===== src/gkde_pkg.sv =====
// gkde_pkg: shared types and constants for the gaussian kernel distance block
// holds the command/status structs, fixed widths and the 2^-(2^-(j+1)) factor table
// no dependencies
package gkde_pkg;

   // fixed field widths
   localparam int SUM_W   = 48;
   localparam int GAMMA_W = 24;
   localparam int KERN_W  = 17;
   localparam int PROD_W  = 72;
   localparam int MUL_W   = 32;
   localparam int T_W     = 22;
   localparam int FACT_W  = 31;

   // exponent clamp at 32.0 in Q.16
   localparam logic [T_W-1:0]    T_CAP     = 22'h20_0000;
   // log2(e) in Q1.30
   localparam logic [FACT_W-1:0] LOG2E_Q30 = 31'd1549082005;
   localparam logic [FACT_W-1:0] ONE_Q30   = 31'h4000_0000;
   localparam logic [63:0]       HALF_Q30  = 64'h2000_0000;

   // commands from the controller, at most one active per cycle
   typedef struct packed {
      logic accept;
      logic mul_lo;
      logic mul_hi;
      logic sum;
      logic clamp;
      logic mul_log;
      logic split;
      logic emul;
      logic ernd;
      logic load_out;
   } gkde_cmd_type;

   // status back to the controller
   typedef struct packed {
      logic exp_last;
      logic out_full;
   } gkde_sts_type;

   // factors 2^-(2^-(idx+1)) in Q1.30
   function automatic logic [FACT_W-1:0] pow2_neg_factor(input logic [3:0] idx);
      logic [FACT_W-1:0] f;
      f = ONE_Q30;
      case (idx)
         4'd0:  f = 31'd759250125;
         4'd1:  f = 31'd902905651;
         4'd2:  f = 31'd984625594;
         4'd3:  f = 31'd1028218693;
         4'd4:  f = 31'd1050733751;
         4'd5:  f = 31'd1062175491;
         4'd6:  f = 31'd1067942999;
         4'd7:  f = 31'd1070838486;
         4'd8:  f = 31'd1072289173;
         4'd9:  f = 31'd1073015252;
         4'd10: f = 31'd1073378477;
         4'd11: f = 31'd1073560135;
         4'd12: f = 31'd1073650976;
         4'd13: f = 31'd1073696399;
         4'd14: f = 31'd1073719111;
         4'd15: f = 31'd1073730468;
         default: f = ONE_Q30;
      endcase
      return f;
   endfunction

endpackage


===== src/gkde_ctrl.sv =====
// gkde_ctrl: sequencer for the kernel block
// steps the datapath through accumulate, exponent scaling and the exponential
// depends on gkde_pkg
module gkde_ctrl import gkde_pkg::*; (
   input  logic         clock,
   input  logic         reset,
   input  logic         req_valid,
   input  logic         req_last_component,
   output logic         req_stall,
   output gkde_cmd_type cmd,
   input  gkde_sts_type sts
);

   localparam logic [3:0] S_IDLE  = 4'd0;
   localparam logic [3:0] S_DRAIN = 4'd1;
   localparam logic [3:0] S_MLO   = 4'd2;
   localparam logic [3:0] S_MHI   = 4'd3;
   localparam logic [3:0] S_SUM   = 4'd4;
   localparam logic [3:0] S_CLAMP = 4'd5;
   localparam logic [3:0] S_LOG   = 4'd6;
   localparam logic [3:0] S_SPLIT = 4'd7;
   localparam logic [3:0] S_EMUL  = 4'd8;
   localparam logic [3:0] S_ERND  = 4'd9;
   localparam logic [3:0] S_OUT   = 4'd10;

   logic [3:0] state_ff;
   logic [3:0] state_in;
   logic       accept;

   // words are taken only while accumulating
   assign req_stall = (state_ff != S_IDLE);
   assign accept    = req_valid && !req_stall;

   // next state and commands
   always_comb begin
      state_in = state_ff;
      cmd      = '0;
      unique case (state_ff)
         S_IDLE: begin
            cmd.accept = accept;
            if (accept && req_last_component) state_in = S_DRAIN;
         end
         S_DRAIN: state_in = S_MLO;
         S_MLO: begin
            cmd.mul_lo = 1'b1;
            state_in   = S_MHI;
         end
         S_MHI: begin
            cmd.mul_hi = 1'b1;
            state_in   = S_SUM;
         end
         S_SUM: begin
            cmd.sum  = 1'b1;
            state_in = S_CLAMP;
         end
         S_CLAMP: begin
            cmd.clamp = 1'b1;
            state_in  = S_LOG;
         end
         S_LOG: begin
            cmd.mul_log = 1'b1;
            state_in    = S_SPLIT;
         end
         S_SPLIT: begin
            cmd.split = 1'b1;
            state_in  = S_EMUL;
         end
         S_EMUL: begin
            cmd.emul = 1'b1;
            state_in = S_ERND;
         end
         S_ERND: begin
            cmd.ernd = 1'b1;
            state_in = sts.exp_last ? S_OUT : S_EMUL;
         end
         S_OUT: begin
            cmd.load_out = !sts.out_full;
            if (!sts.out_full) state_in = S_IDLE;
         end
         default: state_in = S_IDLE;
      endcase
   end

   // state register
   always_ff @(posedge clock) begin
      if (reset) begin
         state_ff <= S_IDLE;
      end else begin
         state_ff <= state_in;
      end
   end

endmodule


===== src/gkde_dpath.sv =====
// gkde_dpath: datapath of the kernel block
// square-accumulate front end, shared 32x32 multiplier, exponential and result register
// depends on gkde_pkg
module gkde_dpath import gkde_pkg::*; #(
   parameter int COMPONENT_BITS = 16
) (
   input  logic                             clock,
   input  logic                             reset,
   input  gkde_cmd_type                     cmd,
   output gkde_sts_type                     sts,
   input  logic signed [COMPONENT_BITS-1:0] req_x_component,
   input  logic signed [COMPONENT_BITS-1:0] req_y_component,
   input  logic                             csr_wr_en,
   input  logic        [GAMMA_W-1:0]        csr_wr_data,
   input  logic                             rsp_stall,
   output logic                             rsp_valid,
   output logic        [KERN_W-1:0]         rsp_kernel_value,
   output logic                             rsp_distance_saturated
);

   localparam int DIFF_W     = COMPONENT_BITS + 1;
   localparam int SQ_W       = 2 * COMPONENT_BITS;
   localparam int DIST_SHIFT = 2 * (COMPONENT_BITS - 4);

   // front end
   logic signed [DIFF_W-1:0]         diff;
   logic        [DIFF_W-1:0]         diff_neg;
   logic        [COMPONENT_BITS-1:0] mag;
   logic        [SQ_W-1:0]           sq_in;
   logic        [SQ_W-1:0]           sq_ff;
   logic                             sqv_ff;
   logic        [SUM_W:0]            sum_ext;
   logic        [SUM_W-1:0]          acc_ff;
   logic                             sat_ff;

   // back end
   logic [GAMMA_W-1:0] gamma_ff;
   logic [MUL_W-1:0]   mul_a;
   logic [MUL_W-1:0]   mul_b;
   logic [63:0]        mul_prod;
   logic [63:0]        mul_ff;
   logic [PROD_W-1:0]  prod_ff;
   logic [PROD_W-1:0]  prod_shr;
   logic [T_W-1:0]     t_ff;
   logic [5:0]         n_ff;
   logic [15:0]        f16_ff;
   logic [FACT_W-1:0]  eacc_ff;
   logic [3:0]         j_ff;
   logic [63:0]        rnd;
   logic               res_sat_ff;
   logic [5:0]         sh;
   logic [31:0]        kern_rnd;
   logic [31:0]        kern_shr;
   logic [KERN_W-1:0]  kern_in;

   // output register
   logic               rsp_valid_ff;
   logic [KERN_W-1:0]  kern_ff;
   logic               osat_ff;

   // difference magnitude and its square
   assign diff     = DIFF_W'(req_x_component) - DIFF_W'(req_y_component);
   assign diff_neg = -diff;
   assign mag      = diff[DIFF_W-1] ? diff_neg[COMPONENT_BITS-1:0]
                                    : diff[COMPONENT_BITS-1:0];
   assign sq_in    = SQ_W'(mag) * SQ_W'(mag);

   // saturating accumulate, carry out means overflow
   assign sum_ext = {1'b0, acc_ff} + (SUM_W + 1)'(sq_ff);

   always_ff @(posedge clock) begin
      if (reset) begin
         sqv_ff <= 1'b0;
         acc_ff <= '0;
         sat_ff <= 1'b0;
      end else begin
         sqv_ff <= cmd.accept;
         if (cmd.mul_hi) begin
            acc_ff <= '0;
            sat_ff <= 1'b0;
         end else if (sqv_ff) begin
            if (sum_ext[SUM_W]) begin
               acc_ff <= '1;
               sat_ff <= 1'b1;
            end else begin
               acc_ff <= sum_ext[SUM_W-1:0];
            end
         end
      end
   end

   always_ff @(posedge clock) begin
      if (cmd.accept) sq_ff <= sq_in;
   end

   // gamma register
   always_ff @(posedge clock) begin
      if (reset) begin
         gamma_ff <= GAMMA_W'(65536);
      end else if (csr_wr_en) begin
         gamma_ff <= csr_wr_data;
      end
   end

   // shared multiplier operand select
   always_comb begin
      mul_a = {{(MUL_W-FACT_W){1'b0}}, eacc_ff};
      mul_b = {{(MUL_W-FACT_W){1'b0}},
               f16_ff[4'd15 - j_ff] ? pow2_neg_factor(j_ff) : ONE_Q30};
      if (cmd.mul_lo) begin
         mul_a = MUL_W'(gamma_ff);
         mul_b = MUL_W'(acc_ff[23:0]);
      end else if (cmd.mul_hi) begin
         mul_a = MUL_W'(gamma_ff);
         mul_b = MUL_W'(acc_ff[47:24]);
      end else if (cmd.mul_log) begin
         mul_a = MUL_W'(t_ff);
         mul_b = MUL_W'(LOG2E_Q30);
      end
   end

   assign mul_prod = 64'(mul_a) * 64'(mul_b);
   assign prod_shr = prod_ff >> DIST_SHIFT;
   assign rnd      = mul_ff + HALF_Q30;

   // exponent scaling and base-2 reduction
   always_ff @(posedge clock) begin
      if (cmd.mul_lo || cmd.mul_hi || cmd.mul_log || cmd.emul) mul_ff <= mul_prod;
      if (cmd.mul_hi) begin
         prod_ff    <= PROD_W'(mul_ff[47:0]);
         res_sat_ff <= sat_ff;
      end
      if (cmd.sum) prod_ff <= prod_ff + {mul_ff[47:0], 24'd0};
      if (cmd.clamp) t_ff <= (prod_shr > PROD_W'(T_CAP)) ? T_CAP : prod_shr[T_W-1:0];
      if (cmd.split) begin
         n_ff    <= mul_ff[51:46];
         f16_ff  <= mul_ff[45:30];
         eacc_ff <= ONE_Q30;
         j_ff    <= 4'd0;
      end
      if (cmd.ernd) begin
         eacc_ff <= rnd[60:30];
         j_ff    <= j_ff + 4'd1;
      end
   end

   assign sts.exp_last = (j_ff == 4'd15);
   assign sts.out_full = rsp_valid_ff;

   // final shift by 14 + integer part, rounded half up
   assign sh       = n_ff + 6'd14;
   assign kern_rnd = {1'b0, eacc_ff} + (32'd1 << (sh - 6'd1));
   assign kern_shr = kern_rnd >> sh;
   assign kern_in  = (sh > 6'd40) ? '0 : kern_shr[KERN_W-1:0];

   // result word register
   always_ff @(posedge clock) begin
      if (reset) begin
         rsp_valid_ff <= 1'b0;
      end else if (cmd.load_out) begin
         rsp_valid_ff <= 1'b1;
      end else if (rsp_valid_ff && !rsp_stall) begin
         rsp_valid_ff <= 1'b0;
      end
   end

   always_ff @(posedge clock) begin
      if (cmd.load_out) begin
         kern_ff <= kern_in;
         osat_ff <= res_sat_ff;
      end
   end

   assign rsp_valid              = rsp_valid_ff;
   assign rsp_kernel_value       = kern_ff;
   assign rsp_distance_saturated = osat_ff;

endmodule


===== src/gaussian_kernel_distance_exp_top.sv =====
// gaussian_kernel_distance_exp_top: gaussian kernel exp(-gamma*||x-y||^2) per vector pair
// non-last words are taken one per cycle while the sequencer is idle; a last word stalls input
// while the sequencer runs 6 scaling steps (low/high gamma products, sum, clamp, log2(e) product,
// split), then 16 factor steps of a multiply and a round each; the next word is taken in the
// cycle after the result is loaded; synchronous active-high reset clears the accumulator, flags,
// sequencer and result valid flag, and sets gamma to 1.0; depends on gkde_pkg, gkde_ctrl, gkde_dpath
module gaussian_kernel_distance_exp_top import gkde_pkg::*; #(
   parameter int COMPONENT_BITS = 16
) (
   input  logic                             clock,
   input  logic                             reset,
   input  logic                             req_valid,
   output logic                             req_stall,
   input  logic signed [COMPONENT_BITS-1:0] req_x_component,
   input  logic signed [COMPONENT_BITS-1:0] req_y_component,
   input  logic                             req_last_component,
   output logic                             rsp_valid,
   input  logic                             rsp_stall,
   output logic        [KERN_W-1:0]         rsp_kernel_value,
   output logic                             rsp_distance_saturated,
   input  logic                             csr_wr_en,
   input  logic        [GAMMA_W-1:0]        csr_wr_data
);

   gkde_cmd_type cmd;
   gkde_sts_type sts;

   // sequencer
   gkde_ctrl u_ctrl (
      .clock              (clock),
      .reset              (reset),
      .req_valid          (req_valid),
      .req_last_component (req_last_component),
      .req_stall          (req_stall),
      .cmd                (cmd),
      .sts                (sts)
   );

   // datapath
   gkde_dpath #(
      .COMPONENT_BITS (COMPONENT_BITS)
   ) u_dpath (
      .clock                  (clock),
      .reset                  (reset),
      .cmd                    (cmd),
      .sts                    (sts),
      .req_x_component        (req_x_component),
      .req_y_component        (req_y_component),
      .csr_wr_en              (csr_wr_en),
      .csr_wr_data            (csr_wr_data),
      .rsp_stall              (rsp_stall),
      .rsp_valid              (rsp_valid),
      .rsp_kernel_value       (rsp_kernel_value),
      .rsp_distance_saturated (rsp_distance_saturated)
   );

   // checks
   a_cmd_onehot: assert property (@(posedge clock) disable iff (reset)
      $onehot0(cmd))
      else $error("more than one datapath command in a cycle");

   a_last_stalls: assert property (@(posedge clock) disable iff (reset)
      req_valid && !req_stall && req_last_component |=> req_stall)
      else $error("input not stalled after a last word");

   a_load_free: assert property (@(posedge clock) disable iff (reset)
      cmd.load_out |-> !rsp_valid)
      else $error("result loaded over a pending word");

   a_rsp_source: assert property (@(posedge clock) disable iff (reset)
      $rose(rsp_valid) |-> $past(cmd.load_out))
      else $error("result valid without a load");

endmodule

===== config.mk =====
export PLATFORM = sky130hd
export DESIGN_NAME = gaussian_kernel_distance_exp_top
export DESIGN_NICKNAME = d
export VERILOG_FILES = /design/src/gkde_pkg.sv /design/src/gkde_ctrl.sv /design/src/gkde_dpath.sv /design/src/gaussian_kernel_distance_exp_top.sv
export SDC_FILE = /design/constraint.sdc
export NUM_CORES = 2
export LEC_CHECK = 0
export ABC_CLOCK_PERIOD_IN_PS = 9000
export BUFFER_PORTS_ARGS = -buffer_cell sky130_fd_sc_hd__buf_2
export CAP_MARGIN = 5
export CORE_MARGIN = 3
export CORE_UTILIZATION = 52
export DETAILED_ROUTE_END_ITERATION = 6
export GPL_TIMING_DRIVEN = 0
export PLACE_DENSITY = 0.76
export SYNTH_ARGS = -nofsm -noshare
export SYNTH_HDL_FRONTEND = slang
export SYNTH_SLANG_ARGS = --single-unit
export TNS_END_PERCENT = 5

===== constraint.sdc =====
create_clock -name clock -period 9 [get_ports clock]
set_input_delay 0.45 -clock clock [delete_from_list [all_inputs] [get_ports clock]]
set_output_delay 0.45 -clock clock [all_outputs]
set_load 0.005 [all_outputs]

# Word level (Yosys, flattened, before mapping)
# Memory sizes are Yosys's and may differ from the RTL's. A register that Yosys moved wholly into a read port is not among the register bits.
# Cells that the tools add are included.
word_totals:
  regBits: 342
  rom_bits: 464
  inputBits: 62
  out_inout_bits: 20
  wordCells: 99
  n_memories: 1
op_classes:
  add_sub_neg: 10
  n_mul: 2
  magnitude_cmp: 3
  eq_ne: 13
  shifts: 2
  mux: 34
  n_reduce_logical: 17
mem_list:
  columns: ["name", "words", "width", "rd", "rd_clocked_by_memory_dff", "write_ports", "line_no", "rtl"]
  rows:
  - ["(no name shown)", 16, 29, 1, 1, 0, "gkde_pkg.sv:46", "case (idx)"]
op_table:
  columns: ["operator", "count"]
  rows:
  - ["31-bit two-way mux", 5]
  - ["72-bit two-way mux", 2]
  - ["32-bit two-way mux", 4]
  - ["72-bit adder", 1]
  - ["61-bit by 30-bit adder with 61-bit output (second input constant)", 1]
  - ["32-bit by 32-bit multiplier with 61-bit output", 1]
  - ["48-bit by 32-bit adder with 49-bit output", 1]
  - ["48-bit by 22-bit greater-than comparator with 1-bit output (second input constant)", 1]
  - ["48-bit two-way mux", 1]
  - ["4-bit one-hot mux with 11 select lines", 1]
  - ["31-bit by 32-bit adder with 32-bit output", 1]
  - ["16-bit by 16-bit multiplier with 32-bit output", 1]
  - ["1-bit by 6-bit left shift with 32-bit output (first input constant)", 1]
  - ["32-bit by 6-bit >> shifter with 17-bit output", 1]
  - ["4-bit two-way mux", 5]
  - ["16-bit by 16-bit subtractor with 17-bit output", 1]
  - ["4-bit by 3-bit == test with 1-bit output (second input constant)", 4]
  - ["4-bit == test (second input constant)", 4]
  - ["16-bit two-way mux", 1]
  - ["16-bit negation", 1]
  - ["1-bit two-way mux", 13]
  - ["4-bit by 2-bit == test with 1-bit output (second input constant)", 2]
  - ["6-bit by 4-bit adder with 6-bit output (second input constant)", 1]
  - ["6-bit greater-than comparator (second input constant)", 1]
  - ["17 further kinds", 26]

# Logic depth before layout (Yosys ltp)
logic_depth:
  depth_word: 8
  ltp_mapped: 41
  depth_no_buf: 37

# Cells and area by module
# Synthesis repeated with hierarchy kept, for this count alone.
hier_totals:
  cells_unflattened: 6659
  area_unflattened_um2: 60032.6
by_module_without_submodules:
  columns: ["module", "instances", "cells_per_inst", "area_per_inst_um2", "seq_area_each_um2"]
  rows:
  - ["gkde_dpath", 1, 6621, 59732.3, 9228.9]
  - ["gkde_ctrl", 1, 38, 300.3, 80.1]

# Worst setup path after synthesis
# No wires, ideal clock.
synth_path:
  path_kind: "register to register"
  from: "reg u_dpath.j_ff[0]"
  to: "reg u_dpath.mul_ff[51], data pin"
  setup_ns: 0.260
  arrival_ns: 9.051
  t_required_ns: 8.740
  path_slack_ns: -0.311
  path_stages_with_launch: 36
  n_path_buf: 4
  synth_period_minus_slack_ns: 9.311
  path_cell_list: "edfxtp_1 > buf_2 > mux4_2 > mux4_2 > and3_1 > clkbuf_1 > nand2_1 > nand2_1 > o21ai_1 > clkbuf_1 > nor2_1 > fa_1 > inv_1 > fa_1 > inv_1 > fa_1 > fa_1 > fa_1 > fa_1 > fa_1 > inv_1 > fa_1 > inv_1 > ha_1 > clkbuf_1 > a21o_1 > a21oi_1 > o21bai_1 > a21o_1 > a21o_1 > a21o_1 > a221o_1 > a31oi_1 > o21ai_0 > a311oi_1 > nor2_1"
synth_between:
  elab_chain_len: 8
synth_rtl:
  columns: ["item", "line_no", "rtl"]
  rows:
  - ["start, declared", "gkde_dpath.sv:48", "logic [3:0] j_ff;"]
  - ["start signal, assigned", "gkde_dpath.sv:143", "j_ff <= j_ff + 4'd1;"]
  - ["4-bit subtractor", "gkde_dpath.sv:109", "f16_ff[4'd15 - j_ff] ? pow2_neg_factor(j_ff) : ONE_Q30};"]
  - ["1-bit binary-select mux with 4-bit select", "gkde_dpath.sv:109", null]
  - ["1-bit two-way mux (not written as such)", "gkde_dpath.sv:109", null]
  - ["31-bit two-way mux", "gkde_dpath.sv:109", null]
  - ["31-bit two-way mux", "gkde_dpath.sv:116", "end else if (cmd.mul_log) begin"]
  - ["32-bit two-way mux", "gkde_dpath.sv:113", "end else if (cmd.mul_hi) begin"]
  - ["32-bit two-way mux", "gkde_dpath.sv:110", "if (cmd.mul_lo) begin"]
  - ["32-bit by 32-bit multiplier with 61-bit output", "gkde_dpath.sv:122", "assign mul_prod = 64'(mul_a) * 64'(mul_b);"]
  - ["net u_dpath.mul_prod[51]", "gkde_dpath.sv:40", "logic [63:0] mul_prod;"]
  - ["end signal, assigned", "gkde_dpath.sv:128", "if (cmd.mul_lo || cmd.mul_hi || cmd.mul_log || cmd.emul) mul_ff <= mul_prod;"]
  - ["end, declared", "gkde_dpath.sv:41", "logic [63:0] mul_ff;"]
# The timed path passes the listed nets, and every way through them passes these cells. The select of a mux whose other input is x is not followed.
# A chain may end at the register's enable or synchronous reset.

# Worst setup path in the final report
layout_path:
  from: "reg u_dpath.j_ff[0]"
  to: "reg u_dpath.mul_ff[59], data pin"
# The elaborated chain is that of the path after synthesis.

==> results.yml <==
worst_setup_path:
  critical-path-slowest-cell: "sky130_fd_sc_hd__mux4_2"
  timing.critical_path.mode_cell: "sky130_fd_sc_hd__fa_1"
  worst-r2r-setup-slack_ps: -840
  setup.worst_path.end_class: "flip-flop"
  crit_fanout: 7
  critical_path_at_ps: 10150
  setup.worst_path.start_class: "flip-flop"
  cp_slowest_stage_delay_ps: 630
  critPathRequiredTime_ps: 9310
  timing.setup.critical_path_class: "reg2reg"
global_routing:
  first_global_vias: 52821
  grt_util_met3_pct: 11.8
  grt_overflow_total: 0
  tot_gr_track_use_pct: 35.9
  groute.layer.met1.usage_pct: 44.8
  grt_first_pass_wirelength_microns: 325000
  grt_met2_usage_pct: 53.4
  busiest_grt_layer: "met2"
  antenna_violations_before_repair: 8
  grt_max_degree: 36
synthesis:
  synth_top_cell_area_share_pct: 33.2
  synthesis.instances: 6803
  synth_top_cell_by_area: "sky130_fd_sc_hd__fa_1"
  synth-edff-count: 238
  flip_flop_and_latch_count_after_synthesis: 346
  yosys.cell_types.count: 95
  synthMostInstantiatedCell: "sky130_fd_sc_hd__inv_1"
  ys_seq_area_share_pct: 15.4
  yosys_most_used_dff: "sky130_fd_sc_hd__edfxtp_1"
  synth_async_sr_flop_share_pct: 0
  synth_nets: 8377
  cell_area_after_synthesis_sq_um: 60300
  netlist_top_cells_count: "sky130_fd_sc_hd__inv_1, sky130_fd_sc_hd__fa_1, sky130_fd_sc_hd__nor2_1"
  synth_area_per_cell_sq_um: 8.87
  yosys_warnings: 0
  synth_top_cells_by_area: "sky130_fd_sc_hd__fa_1, sky130_fd_sc_hd__edfxtp_1, sky130_fd_sc_hd__ha_1"
detailed_routing:
  route.detailed.vias_per_inst: 6.03
  first_iter_violations: 5434
  first_pass_detailed_route_iteration_total: 7
  drt-wirelength-per-cell_microns: 25.1
  drtAntennaViolNets: 0
  drt_drc_violations_left: 13
  routed_wl_microns: 216000
  routed_vias: 51933
floorplanning:
  rows: 124
  die_width_microns: 347
  initial_core_util_pct: 52.6
  io_pins: 82
  die_area_sq_um: 120000
  core-area_sq_um: 115000
  fp.dieH_microns: 347
sta:
  setup_repair_after_global_routing_missed_its_margin: "true"
  number_of_slew_limit_violations_in_the_final_report: 0
  finalHoldViolations: 0
  post-route-worst-setup-slack_ps: -836
  timing.final.setup_violations: 42
  minimum_clock_period_after_layout_ps: 9840
  slew_headroom_pct: 17.9
  max_slew.worst_pin.slew_ps: 1220
  fin_crit_sh_pct: 109
  maxClockFrequency_ghz: 0.102
  timing.clock.skew_ps: 23.6
place:
  port_buffers: 80
  post_dp_cell_area_sq_um: 63000
  place_hpwl_microns: 174000
  preCtsSetupSlack_ps: -3160
  routabilityCongestion: 1.07
cells_and_area:
  num-fill-cells: 9878
  area_growth_syn_to_layout_pct: 12.0
  postLayoutCellArea_sq_um: 67600
  final_nets: 8627
  drive_above_1_share_pct: 10.6
clocking:
  path_clk_slew_ps: 70
  numCtsBuffers: 37
  cts_tree: "built"
  number_of_clock_sinks_seen_by_cts: 346
  clock_tree.root_cell: "sky130_fd_sc_hd__clkbuf_16"
  clock_insertion_delay_worst_skew_ps: 580
  cts_hold_repair.buffers: 0
  cts_max_level: 2
  cts_max_path_buffers: 3
status:
  status: "finished, violations left"
  violations: "design-rule violations, negative setup slack"
run:
  drv_cap: 0
hold_path:
  worstHoldPathType: "in2reg"
-- final timing paths --
kind | cells past startpoint | endpoint | start
setup / recovery | 33 | u_dpath.mul_ff[59] | u_dpath.j_ff[0]
hold reg to reg | 0 | u_dpath.res_sat_ff | u_dpath.sat_ff
setup reg to reg | 33 | u_dpath.mul_ff[59] | u_dpath.j_ff[0]
hold / removal | 2 | u_dpath.gamma_ff[16] | csr_wr_data[16]
-- critical path: cells and delay by family, from the launching register on --
family	cells	cell delay (ps)
xor gates and xnor gates	1	130
DFF	1	370
adders and majority gates	9	4600
buffers and inverters	10	1260
muxes	2	1140
and+or+nand+nor	5	760
AOI/OAI and AO/OA	6	1260
-- final cells by class --
type | instances | area [sq um] | area share, %
sequential | 346 | 9310 | 13.8
antenna | 14 | 35.0 | 0.0518
clock inverter | 19 | 260 | 0.385
inverter | 1171 | 4400 | 6.52
tap | 1512 | 1890 | 2.80
buffer | 248 | 1630 | 2.41
multi-input combinational | 5017 | 47200 | 69.9
clock buffer | 49 | 1020 | 1.51
timing repair buffer | 232 | 1820 | 2.69
-- per-layer routing --
metal / vias up / wire, microns
met5: - / 14
met4: 2 / 18500
met3: 873 / 27500
met2: 3339 / 91600
met1: 25419 / 78400
li1: 22300 / -
-- stage by stage --
| step | util [%] | std cells | hold slack (ps) | setup TNS (ps) |
|---|---|---|---|---|
| finish | 58.9 | 8608 | 98.0 | -21440 |
| global placement | 54.6 | 8395 | 417 | -134960 |
| floorplan | - | 6803 | 400 | -0.873 |
| global route | 58.8 | 8595 | 103 | -26310 |
| detailed placement | 54.9 | 8413 | 417 | -125960 |
| CTS | 58.5 | 8581 | 79.5 | -12130 |
-- sequential cells by signal, summed over array words and instances (netlist names), 4 cells and up, named ones only --
register,cells
u_dpath.j_ff,4
u_dpath.sq_ff,31
u_dpath.eacc_ff,31
u_dpath.mul_ff,61
u_ctrl.state_ff,4
u_dpath.acc_ff,48
u_dpath.prod_ff,48
u_dpath.gamma_ff,24
u_dpath.t_ff,22
u_dpath.f16_ff,16
u_dpath.rsp_kernel_value,17
u_dpath.n_ff,6
-- cells by family after synthesis --
family | count (synthesis) | share of synthesized area, %
and+or+nand+nor | 2161 | 15.5
buffers and inverters | 1440 | 8.98
xor gates and xnor gates | 253 | 3.68
muxes | 91 | 1.91
AOI/OAI and AO/OA | 1000 | 10.6
adders and majority gates | 1512 | 43.8
DFF | 346 | 15.4
-- what timing repair did --
| action | CTS | global route |
|---|---|---|
| gates cloned | 3 | 0 |
| setup endpoints to repair | 65 | 55 |
| pin swaps | 107 | 26 |
| resized for setup | 509 | 54 |
| setup buffers | 117 | 14 |
-- layout by cell type (no fill, tap or decap), drive strengths merged, types with 223 or more instances in the layout --
master	Yosys	final
a21oi	312	312
buf	27	259
clkbuf	242	270
edfxtp	238	238
fa	1002	1002
ha	510	510
inv	1166	1166
nand2	797	797
nor2	840	840
o21ai	223	223
Power is left out: the tool's default activity adds up to more than one toggle a clock period on the data nets, which glitch-free logic cannot reach.
